<file path="src/hdl/fbblit_pkg.sv">
// Shared types, constants and the walk-position settle function for the
// framebuffer blitter. No dependencies; every other file imports this package.
package fbblit_pkg;

    // Framebuffer geometry and the transparent palette index
    localparam int unsigned LINE_WIDTH  = 320;
    localparam int unsigned FRAME_ROWS  = 200;
    localparam int unsigned KEY_COLOUR  = 199;
    localparam int unsigned FRAME_BYTES = LINE_WIDTH * FRAME_ROWS;

    // Configuration register indexes
    localparam logic [2:0] REG_DEST_COLUMN = 3'd0;
    localparam logic [2:0] REG_DEST_ROW    = 3'd1;
    localparam logic [2:0] REG_AREA_WIDTH  = 3'd2;
    localparam logic [2:0] REG_AREA_HEIGHT = 3'd3;
    localparam logic [2:0] REG_FILL_COLOUR = 3'd4;
    localparam logic [2:0] REG_DRAW_MODE   = 3'd5;

    // Drawing modes
    localparam logic [2:0] MODE_FILL    = 3'd0;
    localparam logic [2:0] MODE_STIPPLE = 3'd1;
    localparam logic [2:0] MODE_OUTLINE = 3'd2;
    localparam logic [2:0] MODE_COPY    = 3'd3;
    localparam logic [2:0] MODE_KEYED   = 3'd4;

    // Commands
    localparam logic CMD_START = 1'b0;
    localparam logic CMD_STEP  = 1'b1;

    // Outline phases
    localparam logic [1:0] PH_TOP    = 2'd0;
    localparam logic [1:0] PH_SIDES  = 2'd1;
    localparam logic [1:0] PH_BOTTOM = 2'd2;
    localparam logic [1:0] PH_END    = 2'd3;

    typedef struct packed {
        logic [8:0] dest_column;
        logic [7:0] dest_row;
        logic [8:0] area_width;
        logic [7:0] area_height;
        logic [7:0] fill_colour;
        logic [2:0] draw_mode;
    } blit_cfg_t;

    typedef struct packed {
        logic       command;
        logic [7:0] source_pixel;
    } blit_item_t;

    typedef struct packed {
        logic        write_enable;
        logic [15:0] write_address;
        logic [7:0]  write_pixel;
        logic        done_res;
    } blit_result_t;

    typedef struct packed {
        logic [8:0] column_count;
        logic [7:0] row_count;
        logic [1:0] outline_phase;
        logic       side_select;
    } walk_pos_t;

    typedef struct packed {
        walk_pos_t pos;
        logic      ok;
    } walk_settle_t;

    // Move a position onto the next pixel of the walk; ok is low when none is left.
    function automatic walk_settle_t walk_settle(input blit_cfg_t c, input walk_pos_t p);
        walk_settle_t s;
        logic [7:0]   h;
        logic [8:0]   row_sum;
        s.pos   = p;
        s.ok    = 1'b0;
        row_sum = {1'b0, c.dest_row} + {1'b0, c.area_height};
        // copy modes clip the height at the bottom of the frame
        if ((c.draw_mode == MODE_COPY) || (c.draw_mode == MODE_KEYED)) begin
            if (row_sum >= 9'(FRAME_ROWS))
                h = (c.dest_row >= 8'(FRAME_ROWS)) ? 8'd0 : (8'(FRAME_ROWS) - c.dest_row);
            else
                h = c.area_height;
        end
        else begin
            h = c.area_height;
        end
        if ((c.draw_mode == MODE_FILL) || (c.draw_mode == MODE_STIPPLE) ||
            (c.draw_mode == MODE_COPY) || (c.draw_mode == MODE_KEYED)) begin
            if ((c.area_width != 9'd0) && (s.pos.row_count < h)) begin
                if (s.pos.column_count >= c.area_width) begin
                    s.pos.column_count = 9'd0;
                    s.pos.row_count    = s.pos.row_count + 8'd1;
                    s.ok               = (s.pos.row_count < h);
                end
                else begin
                    s.ok = 1'b1;
                end
            end
        end
        else if (c.draw_mode == MODE_OUTLINE) begin
            if (s.pos.outline_phase == PH_TOP) begin
                if (s.pos.column_count < c.area_width) begin
                    s.ok = 1'b1;
                end
                else begin
                    s.pos.outline_phase = PH_SIDES;
                    s.pos.row_count     = 8'd0;
                    s.pos.side_select   = 1'b0;
                    s.pos.column_count  = 9'd0;
                end
            end
            if (!s.ok && (s.pos.outline_phase == PH_SIDES)) begin
                if (s.pos.row_count < c.area_height) begin
                    s.ok = 1'b1;
                end
                else begin
                    s.pos.outline_phase = PH_BOTTOM;
                    s.pos.column_count  = 9'd0;
                end
            end
            if (!s.ok && (s.pos.outline_phase == PH_BOTTOM)) begin
                if (s.pos.column_count < c.area_width)
                    s.ok = 1'b1;
                else
                    s.pos.outline_phase = PH_END;
            end
        end
        return s;
    endfunction

endpackage

</file>
<file path="src/hdl/fbblit_regs.sv">
// Configuration register file of the framebuffer blitter.
// Depends on fbblit_pkg for the register indexes and the config struct.
module fbblit_regs (
    input  logic                  clk,
    input  logic                  rst_n,
    input  logic                  cfg_valid,
    output logic                  cfg_ready,
    input  logic [2:0]            cfg_index,
    input  logic [8:0]            cfg_data,
    output fbblit_pkg::blit_cfg_t cfg
);
    import fbblit_pkg::*;

    blit_cfg_t cfg_reg;
    blit_cfg_t cfg_next;

    assign cfg_ready = 1'b1;
    assign cfg       = cfg_reg;

    always_comb
    begin
        cfg_next = cfg_reg;
        if (cfg_valid)
        begin
            unique case (cfg_index)
                REG_DEST_COLUMN: cfg_next.dest_column = cfg_data;
                REG_DEST_ROW:    cfg_next.dest_row    = cfg_data[7:0];
                REG_AREA_WIDTH:  cfg_next.area_width  = cfg_data;
                REG_AREA_HEIGHT: cfg_next.area_height = cfg_data[7:0];
                REG_FILL_COLOUR: cfg_next.fill_colour = cfg_data[7:0];
                REG_DRAW_MODE:   cfg_next.draw_mode   = cfg_data[2:0];
                default:         cfg_next = cfg_reg;
            endcase
        end
    end

    always_ff @(posedge clk or negedge rst_n)
    begin
        if (!rst_n)
            cfg_reg <= '0;
        else
            cfg_reg <= cfg_next;
    end

endmodule

</file>
<file path="src/hdl/fbblit_walk.sv">
// Walk position state and the single-pass step logic of the blitter.
// Depends on fbblit_pkg for types, constants and walk_settle.
module fbblit_walk (
    input  logic                     clk,
    input  logic                     rst_n,
    input  logic                     step_en,
    input  fbblit_pkg::blit_item_t   item,
    input  fbblit_pkg::blit_cfg_t    cfg,
    output fbblit_pkg::blit_result_t result
);
    import fbblit_pkg::*;

    walk_pos_t    pos_reg;
    walk_pos_t    pos_next;
    logic         finished_reg;
    logic         finished_next;
    walk_settle_t pre;
    walk_settle_t post;
    walk_pos_t    mid;
    logic [9:0]   col_pos;
    logic [8:0]   row_pos;
    logic [7:0]   pix;
    logic         en;

    always_comb
    begin
        pos_next      = pos_reg;
        finished_next = finished_reg;
        result        = '0;
        pre           = walk_settle(cfg, pos_reg);
        mid           = pre.pos;
        col_pos       = '0;
        row_pos       = '0;
        pix           = '0;
        en            = 1'b0;
        post          = '0;
        if (item.command == CMD_START)
        begin
            pos_next      = '0;
            finished_next = 1'b0;
        end
        else if (finished_reg || !pre.ok)
        begin
            // an idle step only settles the position of an unfinished walk
            if (!finished_reg)
                pos_next = pre.pos;
            finished_next   = 1'b1;
            result.done_res = 1'b1;
        end
        else
        begin
            if (cfg.draw_mode == MODE_OUTLINE)
            begin
                case (mid.outline_phase)
                    PH_TOP:
                    begin
                        col_pos = {1'b0, cfg.dest_column} + {1'b0, mid.column_count};
                        row_pos = {1'b0, cfg.dest_row};
                    end
                    PH_SIDES:
                    begin
                        col_pos = {1'b0, cfg.dest_column}
                                + (mid.side_select ? {1'b0, cfg.area_width} : 10'd0);
                        row_pos = {1'b0, cfg.dest_row} + {1'b0, mid.row_count};
                    end
                    default:
                    begin
                        col_pos = {1'b0, cfg.dest_column} + {1'b0, mid.column_count};
                        row_pos = {1'b0, cfg.dest_row} + {1'b0, cfg.area_height};
                    end
                endcase
                pix = cfg.fill_colour;
                en  = (cfg.fill_colour != 8'(KEY_COLOUR));
                if (mid.outline_phase == PH_SIDES)
                begin
                    if (mid.side_select)
                    begin
                        mid.side_select = 1'b0;
                        mid.row_count   = mid.row_count + 8'd1;
                    end
                    else
                    begin
                        mid.side_select = 1'b1;
                    end
                end
                else
                begin
                    mid.column_count = mid.column_count + 9'd1;
                end
            end
            else
            begin
                col_pos = {1'b0, cfg.dest_column} + {1'b0, mid.column_count};
                row_pos = {1'b0, cfg.dest_row} + {1'b0, mid.row_count};
                if ((cfg.draw_mode == MODE_COPY) || (cfg.draw_mode == MODE_KEYED))
                begin
                    pix = item.source_pixel;
                    en  = (cfg.draw_mode == MODE_COPY) ||
                          (item.source_pixel != 8'(KEY_COLOUR));
                end
                else
                begin
                    pix = cfg.fill_colour;
                    en  = (cfg.fill_colour != 8'(KEY_COLOUR));
                    // stipple: write only where column plus row is odd
                    if ((cfg.draw_mode == MODE_STIPPLE) &&
                        ((mid.column_count[0] ^ mid.row_count[0]) == 1'b0))
                        en = 1'b0;
                end
                mid.column_count = mid.column_count + 9'd1;
                if (mid.column_count >= cfg.area_width)
                begin
                    mid.column_count = 9'd0;
                    mid.row_count    = mid.row_count + 8'd1;
                end
            end
            // drop pixels that fall off the frame
            if ((col_pos >= 10'(LINE_WIDTH)) || (row_pos >= 9'(FRAME_ROWS)))
                en = 1'b0;
            post          = walk_settle(cfg, mid);
            pos_next      = post.pos;
            finished_next = !post.ok;
            result.write_enable  = en;
            result.write_address = en ? (16'(row_pos) * 16'(LINE_WIDTH) + 16'(col_pos))
                                      : 16'd0;
            result.write_pixel   = en ? pix : 8'd0;
            result.done_res      = !post.ok;
        end
    end

    always_ff @(posedge clk or negedge rst_n)
    begin
        if (!rst_n)
        begin
            pos_reg      <= '0;
            finished_reg <= 1'b1;
        end
        else if (step_en)
        begin
            pos_reg      <= pos_next;
            finished_reg <= finished_next;
        end
    end

endmodule

</file>
<file path="src/hdl/framebuffer_blitter.sv">
// Framebuffer blitter top level: input register, walk step, result register.
// Path: an accepted item waits in the input register; its step result is
// loaded into the result register when that register is free or emptying.
// Throughput: one item per cycle unless the result channel stalls; the step
// logic runs in a single pass between the input and result registers.
// Reset: walk position zero, walker idle, config zero, pipeline empty.
module framebuffer_blitter (
    input  logic                     clk,
    input  logic                     rst_n,
    // item channel
    input  logic                     item_valid,
    output logic                     item_ready,
    input  fbblit_pkg::blit_item_t   item,
    // result channel
    output logic                     result_valid,
    input  logic                     result_ready,
    output fbblit_pkg::blit_result_t result,
    // configuration write channel
    input  logic                     cfg_valid,
    output logic                     cfg_ready,
    input  logic [2:0]               cfg_index,
    input  logic [8:0]               cfg_data
);
    import fbblit_pkg::*;

    // Input register: holds one accepted item until the step logic takes it.
    logic         stage_valid_reg;
    logic         stage_valid_next;
    blit_item_t   stage_item_reg;
    // Result register: holds the step result until the result transfer.
    logic         result_valid_reg;
    logic         result_valid_next;
    blit_result_t result_reg;

    blit_cfg_t    cfg;
    blit_result_t step_result;
    logic         advance;

    // Configuration registers; writes are taken every cycle.
    fbblit_regs u_regs (
        .clk       (clk),
        .rst_n     (rst_n),
        .cfg_valid (cfg_valid),
        .cfg_ready (cfg_ready),
        .cfg_index (cfg_index),
        .cfg_data  (cfg_data),
        .cfg       (cfg)
    );

    // Walker: the position state moves only when the held item advances.
    fbblit_walk u_walk (
        .clk     (clk),
        .rst_n   (rst_n),
        .step_en (advance),
        .item    (stage_item_reg),
        .cfg     (cfg),
        .result  (step_result)
    );

    // Advance the held item when the result register is free or being emptied.
    assign advance    = stage_valid_reg && (!result_valid_reg || result_ready);
    // Take a new item when the input register is empty or moving on.
    assign item_ready = !stage_valid_reg || advance;

    assign result_valid = result_valid_reg;
    assign result       = result_reg;

    always_comb
    begin
        stage_valid_next = stage_valid_reg;
        if (item_valid && item_ready)
            stage_valid_next = 1'b1;
        else if (advance)
            stage_valid_next = 1'b0;

        result_valid_next = result_valid_reg;
        if (advance)
            result_valid_next = 1'b1;
        else if (result_ready)
            result_valid_next = 1'b0;
    end

    always_ff @(posedge clk or negedge rst_n)
    begin
        if (!rst_n)
        begin
            stage_valid_reg  <= 1'b0;
            result_valid_reg <= 1'b0;
        end
        else
        begin
            stage_valid_reg  <= stage_valid_next;
            result_valid_reg <= result_valid_next;
        end
    end

    // Payload registers: load on transfer, hold otherwise.
    always_ff @(posedge clk)
    begin
        if (item_valid && item_ready)
            stage_item_reg <= item;
        if (advance)
            result_reg <= step_result;
    end

`ifndef SYNTHESIS
    // A written pixel always lands inside the frame.
    assert property (@(posedge clk) disable iff (!rst_n)
        result_valid && result.write_enable |-> result.write_address < 16'(FRAME_BYTES))
        else $error("write address beyond frame");

    // A slot without a write carries zero address and pixel.
    assert property (@(posedge clk) disable iff (!rst_n)
        result_valid && !result.write_enable |->
            (result.write_address == 16'd0) && (result.write_pixel == 8'd0))
        else $error("disabled slot carries data");

    // A start command yields an empty, not-done slot.
    assert property (@(posedge clk) disable iff (!rst_n)
        advance && (stage_item_reg.command == CMD_START) |=>
            result_valid && !result.write_enable && !result.done_res)
        else $error("start result not empty");

    // A result still waiting keeps the held item from advancing.
    assert property (@(posedge clk) disable iff (!rst_n)
        result_valid_reg && !result_ready |-> !advance)
        else $error("item advanced over a stalled result");
`endif

endmodule

</file>
<file path="config.mk">
export PLATFORM = sky130hd
export DESIGN_NAME = framebuffer_blitter
export DESIGN_NICKNAME = d
export VERILOG_FILES = /design/src/hdl/fbblit_pkg.sv /design/src/hdl/fbblit_regs.sv /design/src/hdl/fbblit_walk.sv /design/src/hdl/framebuffer_blitter.sv
export SDC_FILE = /design/constraint.sdc
export NUM_CORES = 1
export LEC_CHECK = 0
export ABC_CLOCK_PERIOD_IN_PS = 31100
export BUFFER_PORTS_ARGS = -buffer_cell sky130_fd_sc_hd__buf_2
export CORE_MARGIN = 3
export CORE_UTILIZATION = 45
export DETAILED_ROUTE_END_ITERATION = 7
export PLACE_DENSITY_LB_ADDON = 0.2
export SETUP_SLACK_MARGIN = 0.3
export SLEW_MARGIN = 20
export SYNTH_ARGS = -nofsm -noshare
export SYNTH_HDL_FRONTEND = slang
export SYNTH_SLANG_ARGS = --single-unit
</file>
<file path="constraint.sdc">
create_clock -name clk -period 31.1 [get_ports clk]
set_input_delay 3.11 -clock clk [delete_from_list [all_inputs] [get_ports clk]]
set_output_delay 3.11 -clock clk [all_outputs]
set_load 0.1 [all_outputs]
</file>
==> key figures <==
Yosys
  • Seq/Total Area, Yosys: between 20 and 30%
  • Simple-Gate Fraction of Synth Area: 19.8%
  • Xor-xnor portion of the synthesized cell area: between 6 and 7%
  • Synth async-reset ratio: 66.0%
  • Post-synthesis adder-cell area fraction: 16.7%
  • Most common cell in the netlist: ha_1
  • Syn Nets: 1451
  • Seq cells post-synth: approximately 100
  • Prevailing post-synth register cell: dfrtp_1
  • Yosys cell types: 96
  • Top post-synthesis cells by area: ha_1 16%, dfrtp_1 15%, edfxtp_1 9.6%, a21oi_1 4.2%, mux2_2 4.0%
  • Post-synthesis instance area: 11000 um2
  • Mean Syn Cell Area: approximately 8.6 um2
  • Cells after Synth: ~1300
  • Post-synth top area share: 15.6%
  • Largest family of logic cells by synthesized area: compound AO/OA/AOI/OAI gates
  • Yosys top cell by area: ha_1
  • Synth top cells by count: 137 x ha_1, 108 x nor2_1, 95 x nand2_1, 91 x a21oi_1, 77 x inv_1
  • Number of flops mapped to enable cells by yosys: 35
  • Mux share of post-synthesis cell area: around 5.1%
  • Synth warnings: 0
  • Compound-Gate Fraction of Synth Area: 22.6%

Floorplan
  • Core Box Area: 23700 um2
  • Die Span X: about 160 um
  • Die H: 162 um
  • Row count: between 50 and 60
  • I/O pins: 55
  • Initial Utilization: 46.3%
  • Die area: 26300 um2

Placement
  • Post-Place Cells: approximately 1600
  • Post-DP HPWL: 27000 um
  • Input/output buffers: 53
  • Placed Instance Area: 11500 um2
  • Final GP Congestion: 1.00
  • Dpl ws: approximately 18 ns

Setup path
  • Worst-path fanout max: 18
  • WP depth: 59
  • Crit path DAT: between 10 and 15 ns
  • WP data required: 31.21 ns
  • Crit end category: flop
  • Crit-path most repeated cell: ha_1
  • CP max stage delay: 0.75 ns
  • Slowest CP cell: o21ai_1
  • Gate family responsible for the most delay along the worst path: compound AO/OA/AOI/OAI gates
  • FF-to-FF path depth: 59
  • Type of the worst setup path: reg2reg
  • Crit start category: flop
  • Buf/Inv on CP: 0

Hold path
  • WHS Path Cells: 1
  • Tightest Hold Check Type: reg2reg

Clock tree
  • CTS H-tree depth: 3
  • CTS tree: done
  • Clock Pin Slew Worst Setup and Hold Paths: 0.09 ns
  • Postcts setup bufs: 0
  • CTS root buf: clkbuf_16
  • CTS Sinks: 103
  • PostCTS Resize Cnt: 0
  • Hold Buf Count CTS: 0
  • CTS Buf Count: 9
  • Clock latency on the worst-skew pair: 0.37 ns
  • Max clock buf depth: 2

Final layout
  • Design area: 11900 um2
  • Filler cells: 2340
  • Area grow syn2layout: 8.04%
  • Share of cells above drive strength 1: a little under an eighth
  • ANT cells: 0
  • Nets: 1478
  • Post-Layout Cell Count: 1633
  • Footprint of the multi-input gates: 7760 um2
  • Reg area: around 2800 um2
  • Max reg flops: 45

GRT
  • Global route overflow: 0
  • GRT Util Overall: between 20% and 30%
  • First-pass GRT wire length: 54400 um
  • Pin count of the biggest net entering global routing: 69
  • Vias in the first global route: between 9000 and 10000
  • Initial antenna violation count: 0

Timing
  • Final Hold Fails: 0
  • Final Cycle Share: approximately 43%
  • RSZ-0062 raised after global routing: no
  • Hold Worst Slack: approximately 0.52 ns
  • Fin crit period: approximately 13 ns
  • Clk_skew: 0.0134 ns
  • Slew Limit Fails: 0
  • Total negative slack: 0 ns
  • Slew @ Worst Pin: between 1 and 1.5 ns
  • Final WS setup: 17.61 ns
  • Final setup violation count: 0
  • Max Freq: 74.1 MHz
  • Max-slew headroom at the worst pin: 27.0%

Detailed routing
  • Final ANT Viol Nets: 0
  • Wirelength, routed: 34400 um
  • DRC: 0
  • Vias: 10137
  • Vias per cell: 6.21
  • Total iterations of the first detailed-routing run: 6
  • DR WL/cell: 21.1 um
  • Iter 0 DRT Violations: 1058

Pwr
  • P per Cell Area: 75.2 nW/um2
  • Worst vdd ir: 0.0000539 V
  • Static Leak: 5.42 nW

Status
  • Outcome: finished clean

Job
  • Max-capacitance violation count: 0
## metrics by stage
stage / utilization, % / power [mW]
finish: 50.1 / 0.891
global route: 50.1 / 0.961
CTS: 50.0 / 0.886
detailed placement: 48.7 / 0.755
global placement: 48.7 / 0.752
floorplan: - / 0.632
## worst paths after layout
kind	slack (ns)	startpoint	end
min in group asynchronous	2.88	rst_n	u_walk.pos_reg[7]
worst min register to register	0.52	stage_valid_reg	result_valid
worst min-delay path	0.52	stage_valid_reg	result_valid
worst max-delay path	17.61	u_regs.cfg[11]	result[0]
worst max register to register	17.61	u_regs.cfg[11]	result[0]
max in group asynchronous	27.59	rst_n	u_regs.cfg[41]
## worst register-to-register path, delay by kind of cell (launching register included)
family / cells / cell delay [ns]
simple gates: 21 / 3.26
fa+ha+maj: 8 / 2.43
compound gates: 29 / 6.88
flops: 1 / 0.50
xor+xnor: 1 / 0.15
## cell usage in the layout (no fill, tap or decap), drive strengths merged, types with 18 or more instances in the layout
cell and count:
nor3 38, xnor2 49, inv 82, nor2 109, nand4 21, xor2 27
nor2b 25, ha 137, o21ai 71, edfxtp 35, a21o 29, nand3 31
a21oi 92, and2 18, a211oi 19, nand2b 21, nand2 96, mux2 39
dfrtp 67, buf 61, and3 18
## power by group
group | switching, mW | internal, mW
sequential | 0.0340 | 0.170
combinational | 0.354 | 0.205
clock | 0.0681 | 0.0601
total | 0.456 | 0.435
## cell families after synthesis
kind of cell | after synthesis
AND/OR/NAND/NOR | 426
flip-flops | 103
adder cells (fa/ha/maj) | 143
other | 1
buffers and inverters | 122
XOR/XNOR | 76
AO/OA/AOI/OAI | 360
multiplexers | 51
## layer usage
layer	GRT usage, %	part of all wire (%)	vias to the layer above
met5	0	0	-
met4	8.30	2.7	0
met3	3.55	7.1	56
met2	41.3	45	403
met1	37.1	46	4872
li1	-	-	4806
## layout make-up
| class | count | area share [%] |
|---|---|---|
| multi-input combinational | 1057 | 65.4 |
| sequential | 103 | 23.2 |
| tap | 319 | 3.37 |
| timing repair buffer | 61 | 2.77 |
| inverter | 77 | 2.44 |
| clock buffer | 9 | 1.90 |
| clock inverter | 7 | 0.855 |
Power figures use the tool's default switching activity.
